<file path="config.mk">
export PLATFORM = sky130hd
export DESIGN_NAME = sdwa_div
export DESIGN_NICKNAME = d
export VERILOG_FILES = /design/src/rtl/sdwa_pkg.sv /design/src/rtl/sdwa_div.sv
export SDC_FILE = /design/constraint.sdc
export NUM_CORES = 1
export LEC_CHECK = 0
export ABC_AREA = 1
export BUFFER_PORTS_ARGS = -buffer_cell sky130_fd_sc_hd__buf_2
export CELL_PAD_IN_SITES_DETAIL_PLACEMENT = 1
export CELL_PAD_IN_SITES_GLOBAL_PLACEMENT = 2
export CORE_MARGIN = 3
export CORE_UTILIZATION = 30
export CTS_CLUSTER_SIZE = 28
export DETAILED_ROUTE_END_ITERATION = 7
export PLACE_DENSITY_LB_ADDON = 0.15
export SKIP_LAST_GASP = 1
export SYNTH_ARGS = -nofsm -noshare
export SYNTH_HDL_FRONTEND = slang
export SYNTH_SLANG_ARGS = --single-unit
export TNS_END_PERCENT = 1
</file>
<file path="constraint.sdc">
create_clock -name clock -period 2.4 [get_ports clock]
set_input_delay 0.24 -clock clock [delete_from_list [all_inputs] [get_ports clock]]
set_output_delay 0.24 -clock clock [all_outputs]
set_load 0.01 [all_outputs]
</file>
<file path="src/rtl/sdwa_pkg.sv">
// Shared types and constants for the spike-driven weight accumulator.
// Depends on nothing; every other file in rtl/ imports it.
`default_nettype none

package sdwa_pkg;

   // Fixed field widths
   localparam int ID_W   = 10;
   localparam int DVS_W  = 7;
   localparam int WORD_W = 32;
   localparam int DIV_CNT_W = $clog2(ID_W + 1);

   // Item function codes
   localparam logic [1:0] FUNC_WRITE_WEIGHT = 2'd0;
   localparam logic [1:0] FUNC_CLEAR        = 2'd1;
   localparam logic [1:0] FUNC_SPIKE        = 2'd2;
   localparam logic [1:0] FUNC_READ         = 2'd3;

   // Result status codes
   localparam logic [1:0] STATUS_DONE        = 2'd0;
   localparam logic [1:0] STATUS_COL_IGNORED = 2'd1;
   localparam logic [1:0] STATUS_ROW_DROPPED = 2'd2;

   // Configuration register indexes
   localparam logic [1:0] CSR_INPUT_WIDTH      = 2'd0;
   localparam logic [1:0] CSR_WEIGHT_ROWS_USED = 2'd1;
   localparam logic [1:0] CSR_WEIGHT_COLS_USED = 2'd2;
   localparam logic [1:0] CSR_OUTPUT_ROWS_USED = 2'd3;

   typedef struct packed {
      logic [1:0]               func;
      logic [ID_W-1:0]          spike_src;
      logic [5:0]               weight_row;
      logic [3:0]               weight_col;
      logic signed [WORD_W-1:0] weight_value;
      logic [3:0]               read_row;
      logic [3:0]               read_col;
   } req_type;

   typedef struct packed {
      logic signed [WORD_W-1:0] acc_value;
      logic [1:0]               status;
   } rsp_type;

   // Sequencer to store controls
   typedef struct packed {
      logic wt_we;       // write one weight word
      logic acc_rd;      // read one accumulator word
      logic step;        // accumulate step: read the weight word, write the sum next cycle
      logic use_weight;  // add the weight word, else add zero
      logic keep_old;    // add onto the stored word, else onto zero
   } store_ctl_type;

endpackage

`default_nettype wire

</file>
<file path="src/rtl/sdwa_div.sv">
// Iterative restoring divider: one quotient bit per cycle through a shared subtractor.
// Depends on sdwa_pkg.
`default_nettype none

module sdwa_div
   import sdwa_pkg::*;
(
   input  wire logic             clock,
   input  wire logic             reset,
   input  wire logic             start,
   input  wire logic [ID_W-1:0]  dividend,
   input  wire logic [DVS_W-1:0] divisor,
   output logic                  done,
   output logic [ID_W-1:0]       quotient,
   output logic [DVS_W-1:0]      remainder
);

   logic                 busy_ff, busy_in;
   logic                 done_ff, done_in;
   logic [DIV_CNT_W-1:0] cnt_ff, cnt_in;
   logic [DVS_W-1:0]     rem_ff, rem_in;
   logic [ID_W-1:0]      quo_ff, quo_in;
   logic [DVS_W-1:0]     dvs_ff, dvs_in;
   logic [DVS_W+1:0]     diff;

   // trial subtract of the divisor from the partial remainder with the next bit in
   assign diff = {1'b0, rem_ff, quo_ff[ID_W-1]} - {2'b00, dvs_ff};

   always_comb begin
      busy_in = busy_ff;
      done_in = 1'b0;
      cnt_in  = cnt_ff;
      rem_in  = rem_ff;
      quo_in  = quo_ff;
      dvs_in  = dvs_ff;
      if (start) begin
         busy_in = 1'b1;
         cnt_in  = DIV_CNT_W'(ID_W);
         rem_in  = '0;
         quo_in  = dividend;
         dvs_in  = divisor;
      end else if (busy_ff) begin
         // keep the difference only when it did not borrow
         if (!diff[DVS_W+1]) begin
            rem_in = diff[DVS_W-1:0];
         end else begin
            rem_in = {rem_ff[DVS_W-2:0], quo_ff[ID_W-1]};
         end
         quo_in = {quo_ff[ID_W-2:0], ~diff[DVS_W+1]};
         cnt_in = cnt_ff - DIV_CNT_W'(1);
         if (cnt_ff == DIV_CNT_W'(1)) begin
            busy_in = 1'b0;
            done_in = 1'b1;
         end
      end
   end

   always_ff @(posedge clock) begin
      if (reset) begin
         busy_ff <= 1'b0;
         done_ff <= 1'b0;
         cnt_ff  <= '0;
      end else begin
         busy_ff <= busy_in;
         done_ff <= done_in;
         cnt_ff  <= cnt_in;
      end
   end

   always_ff @(posedge clock) begin
      rem_ff <= rem_in;
      quo_ff <= quo_in;
      dvs_ff <= dvs_in;
   end

   assign done      = done_ff;
   assign quotient  = quo_ff;
   assign remainder = rem_ff;

endmodule

`default_nettype wire

</file>
==> results_dict.tcl, run 1 <==
set metrics [dict create \
    gp_congestion 0.752 \
    cp_num_cells 11 \
    skew_ns 0.00867 \
    status "finished clean" \
    leakagePower_nw 1.02 \
    synth.distinct_cells 25 \
    r2r_end "remainder[5]" \
    grt_use_total_pct 13.5 \
    clkTransAtPathRegs_ns 0.06 \
    synth.net_count 226 \
    ys_warn_count 0 \
    core_um2 5170 \
    htree_levels 2 \
    num-fill-cells 650 \
    vias_per_cell 4.47 \
    max-vdd-ir-drop_uv 313 \
    synth_top_area_share_pct 31.5 \
    required_ns 2.57 \
    relSlewSlack_pct 60.7 \
    wl_mm 3.78 \
    critical_path_arrival_ns 2.03 \
    multi_input_area_um2 713 \
    grt-ovfl-total 0 \
    critPathBufInv 2 \
    worst_pin_slew_ns 0.588 \
    crit_end "remainder[5]" \
    ys_top_cells_by_area "edfxtp_1 31%, dfxtp_1 16%, nand2_1 14%" \
    synthArstFlopShare_pct 0 \
    seq_area_frac_synth_pct 47.5 \
    synth_cells 196 \
    antenna_found_initial 0 \
    slew_viol_final 0 \
    grt_max_degree 16 \
    n_antenna_cell 0 \
    cts_buffer_depth 2 \
    synth_most_common_cell "nand2_1" \
    worstRegToRegCells 11 \
    yosys-top-cells-count "61 x nand2_1, 33 x inv_1, 21 x nand3_1" \
    rsz0062_at_grt "no" \
    crit_top_cell "nand2_1" \
    cts-resized-gates 0 \
    dr.pass1.iters 4 \
    min_path_type "primary input to flip-flop" \
    cts_hold_buffers 0 \
    cp_top_family "simple AND/OR/NAND/NOR gates" \
    ys_ff_latch 30 \
    cts_buffers 5 \
    avgSynthCellArea_um2 8.27 \
    ys.flop_type "edfxtp_1" \
    worstSetupStartpoint "quotient[9]" \
    syn_to_final_growth_pct 23.2 \
    fmax_ghz 0.538 \
    syn_area_um2 1620 \
    critical_path_class "flip-flop to flip-flop" \
    pin_count 38 \
    slowest_delay_ns 0.40 \
    min_period_over_period_pct 77.5 \
    routed-via-count 1386 \
    path_max_fanout 8 \
    drc 0 \
    cts_tree "built" \
    worstSetupEndpointType "flip-flop" \
    postRouteAntennaNets 0 \
    regToRegStartpoint "quotient[9]" \
    reg2reg_slack_ns 0.54 \
    cts.sinks 30 \
    io_buffers 37 \
    grt_pass1_vias 1359 \
    drt_iter0_markers 58 \
    startpoint_type "flip-flop" \
    fin_tns_setup_ns 0 \
    die_area_um2 6320 \
    wl_per_cell_um 12.2 \
    num_rows 26 \
    cts_setup_buffers 0 \
    cap_violations 0 \
    cpMaxStageDelayCell "fa_1" \
    grt_first_pass_wirelength_mm 6.47 \
    drive_gt1_share_pct 22.5 \
    hpwl_mm 2.96 \
    die_width_um 79.5 \
    layout.nets 269 \
    clock_latency_ns 0.28 \
    final_util_pct 38.6 \
    hold_viol 0 \
    cts_root_buf "clkbuf_8" \
    setup_violations 0 \
    start_util_pct 31.3 \
    crit_path_cell_trace "inv_1 -> ha_1 -> fa_1 -> inv_1 -> nand2_1 -> nand2_2 -> nand3_4 -> nand2_4 -> nand3_1 -> nand2_1 -> nand2_1" \
    fin_crit_ns 1.86 \
    fp.dieH_um 79.5 \
    yosys.area.top_type "edfxtp_1" \
    synth_edf_count 17 \
    seq_area_um2 771 \
    p_per_area_nw_per_um2 661 \
]
-- kinds of logic (layout without fill, tap and decap cells) --
family / after synthesis / in the layout / synth area share (%)
adder cells (fa/ha/maj): 10 / 10 / 8.18
AND/OR/NAND/NOR: 108 / 108 / 30.5
flip-flops: 30 / 30 / 47.5
buffers and inverters: 36 / 80 / 8.49
XOR/XNOR: 1 / 1 / 0.540
AO/OA/AOI/OAI: 11 / 11 / 4.78
-- layer usage --
layer  track usage [%]  share of wire [%]
met3              4.18                5.7
met1              17.9                 49
met5                 0                  0
met4              5.67                1.8
met2              20.1                 44
-- cells in the final DEF (no fill, tap or decap), drive strengths merged --
cell	synthesis	final
a21boi	1	1
a21oi	2	2
nor3	4	4
clkbuf	0	7
fa	1	1
buf	2	38
nand4	2	2
ha	9	9
bufinv	0	1
or2	1	1
a221oi	1	1
o211ai	1	1
nand2	64	64
o21ai	4	4
inv	34	34
edfxtp	17	17
nand3	22	22
nor2	15	15
xor2	1	1
a31oi	2	2
dfxtp	13	13
-- state kept, by name, indices dropped and copies added (netlist names) --
register	flops
dvs_ff	7
cnt_ff	4
done	1
quotient	10
remainder	7
busy_ff	1
-- area by class of cell --
cell class	count	share of cell area (%)
inverters	34	6.39
clock inverters	1	1.50
clock buffers	7	3.82
well taps	70	4.38
repair buffers	38	9.64
flip-flops and latches	30	38.6
multi-input cells	130	35.7
-- metrics by stage --
| stage | total power [W] | instance area (um^2) | hold WS, ns | cells | worst slack [ns] |
|---|---|---|---|---|---|
| floorplan | 0.000762 | 1620 | 0.309 | 196 | 0.650 |
| global placement | 0.000846 | 1890 | 0.417 | 302 | 0.581 |
| detailed placement | 0.000843 | 1890 | 0.420 | 302 | 0.507 |
| CTS | 0.00135 | 2000 | 0.123 | 310 | 0.496 |
| global route | 0.00141 | 2000 | 0.119 | 310 | 0.336 |
| finish | 0.00132 | 2000 | 0.136 | 310 | 0.541 |
-- power breakdown --
part	internal, W	switching [W]	leakage [nW]
logic	0.0000838	0.000138	0.688
registers	0.000587	0.0000209	0.277
clock network	0.000310	0.000180	0.0524
total	0.000981	0.000339	1.02
-- worst register-to-register path: stages, from the launching register on --
cell and delay [ns]:
edfxtp_1 0.34, inv_1 0.06, ha_1 0.23, fa_1 0.40, inv_1 0.07, nand2_1 0.05, nand2_2 0.11, nand3_4 0.14
nand2_4 0.13, nand3_1 0.10, nand2_1 0.07, nand2_1 0.04
-- worst min-delay path by stage --
stage,from,end,cells past startpoint
CTS,divisor[1],dvs_ff[1],1
detailed placement,divisor[1],dvs_ff[1],1
floorplan,reset,cnt_ff[3],1
finish,divisor[1],dvs_ff[1],1
global route,divisor[1],dvs_ff[1],1
global placement,divisor[6],dvs_ff[6],1
(Power assumes the default switching activity.)
==> run 2: changes to the inputs <==
CORE_UTILIZATION = 27   (was 30)
clock period = 1.54 ns   (was 2.4 ns; I/O delays follow)
==> run 2 against run 1 <==
Net effect:
- the flow now finishes with violations (setup timing)
- sequential cell count unchanged
- worst hold slack worse by 0.090 ns
- clock power up 34%
- global-route usage down 0.83 points
- utilization down 1.3 points
- critical path depth unchanged
- sequential power up 56%
- first-iteration DRC count down 31%
- largest cell class unchanged
==> results_dict.tcl, run 2 (synthesis gave the netlist of run 1 again) <==
set metrics [dict create \
    routed-via-count 1413 \
    max-vdd-ir-drop_uv 385 \
    crit_path_cell_trace "inv_1 -> ha_2 -> fa_2 -> inv_1 -> nand2_1 -> nand2_2 -> nand3_4 -> nand2_4 -> nand3_1 -> nand2_1 -> nand2_1" \
    grt_first_pass_wirelength_mm 7.13 \
    crit_top_cell "nand2_1" \
    worst_pin_slew_ns 0.414 \
    min_path_type "primary input to flip-flop" \
    layout_common_cells "61 x nand2_1, 37 x buf_2, 33 x inv_1" \
    hold_viol 0 \
    cts_tree "built" \
    cts_setup_buffers 0 \
    p_sw_w 0.000560 \
    gp_congestion 0.743 \
    slowest_delay_ns 0.34 \
    cap_violations 0 \
    wl_per_cell_um 12.7 \
    placed_area_um2 2010 \
    vias_per_cell 4.32 \
    cts_buffers 5 \
    cts_hold_buffers 0 \
    rsz0062_at_grt "yes" \
    cts-resized-gates 0 \
    drc 0 \
    leakagePower_nw 1.09 \
    io_buffers 37 \
    switching_share_pct 27.9 \
    postRouteAntennaNets 0 \
    fmax_ghz 0.580 \
    die_width_um 83.5 \
    num-fill-cells 695 \
    antenna_found_initial 0 \
    cpMaxStageDelayCell "edfxtp_1" \
    violations "setup timing" \
    syn_to_final_growth_pct 29.7 \
    grt_pass1_vias 1493 \
    fin_crit_ns 1.72 \
    critPathBufInv 2 \
    min_period_over_period_pct 112 \
    p_int_w 0.00144 \
    num_rows 27 \
    instances_no_fill 327 \
    clkTransAtPathRegs_ns 0.06 \
    core_um2 5640 \
    cts_root_buf "clkbuf_8" \
    fp.dieH_um 83.5 \
    p_seq_share_pct 47.3 \
    setup_slack_ns -0.184 \
    worstSetupEndpointType "flip-flop" \
    pre_cts_slack_ns -0.181 \
    layout.nets 284 \
    required_ns 1.72 \
    setup_violations 8 \
    numPlacedInstances 319 \
    critical_path_class "flip-flop to flip-flop" \
    path_max_fanout 8 \
    drt_iter0_markers 40 \
    status "complete, but fails checks" \
    relSlewSlack_pct 72.4 \
    startpoint_type "flip-flop" \
    final_common_cell "nand2_1" \
    grt_use_total_pct 12.6 \
    grt_max_degree 16 \
    post-route-cell-area_um2 2100 \
    cts_buffer_depth 2 \
    critical_path_arrival_ns 1.90 \
    die_area_um2 6970 \
    skew_ns 0.00444 \
    clock_latency_ns 0.28 \
    pin_count 38 \
    start_util_pct 28.7 \
    p_per_area_nw_per_um2 953 \
    htree_levels 2 \
    wl_mm 4.14 \
    combPwrFrac_pct 20.0 \
    grt-ovfl-total 0 \
    cp_top_family "simple AND/OR/NAND/NOR gates" \
    slew_viol_final 0 \
    drive_gt1_share_pct 28.2 \
    hpwl_mm 3.32 \
    n_antenna_cell 0 \
    dr.pass1.iters 4 \
    p_clk_share_pct 32.7 \
    largest_reg_flops 10 \
    cts.sinks 30 \
]
[run 2: routing by layer]
| layer | part of all wire [%] | wire length [um] | GRT usage [%] |
|---|---|---|---|
| met1 | 50 | 2070 | 16.5 |
| met2 | 45 | 1860 | 20.3 |
| met3 | 3.9 | 163 | 3.16 |
| met4 | 1.1 | 45 | 4.39 |
| met5 | 0 | 0 | 0 |
[run 2: final cells by class]
class	instances	area [um^2]	share of cell area (%)
Inverter	34	128	6.07
Timing Repair Buffer	53	305	14.5
Tap cell	72	90.1	4.28
Multi-Input combinational cell	130	718	34.1
Clock inverter	1	5.00	0.238
Sequential cell	30	771	36.6
Clock buffer	7	86.3	4.10
[run 2: power groups by stage]
stage,Sequential (W),Clock (W),Combinational (W)
3_3_place_gp,0.000966,0,0.000405
5_1_grt,0.000955,0.000719,0.000454
6_report,0.000947,0.000656,0.000401
2_1_floorplan,0.000977,0,0.000213
3_5_place_dp,0.000963,0,0.000407
4_1_cts,0.000948,0.000676,0.000409
[run 2: through the flow]
| step | utilization, % | total power, W | hold slack [ns] | setup TNS, ns |
|---|---|---|---|---|
| 2_1_floorplan | - | 0.00119 | 0.223 | -0.758 |
| 3_3_place_gp | 35.7 | 0.00137 | 0.331 | -0.827 |
| 3_5_place_dp | 35.7 | 0.00137 | 0.334 | -1.18 |
| 4_1_cts | 37.3 | 0.00203 | 0.0354 | -1.35 |
| 5_1_grt | 37.3 | 0.00213 | 0.0385 | -2.23 |
| 6_report | 37.3 | 0.00200 | 0.0464 | -1.23 |
[run 2: final timing paths]
kind | slack, ns | start | cells after the start | end
setup / recovery | -0.18 | quotient[9] | 11 | remainder[5]
hold / removal | 0.05 | divisor[1] | 1 | dvs_ff[1]
setup reg to reg | -0.18 | quotient[9] | 11 | remainder[5]
hold reg to reg | 0.48 | cnt_ff[3] | 2 | cnt_ff[3]
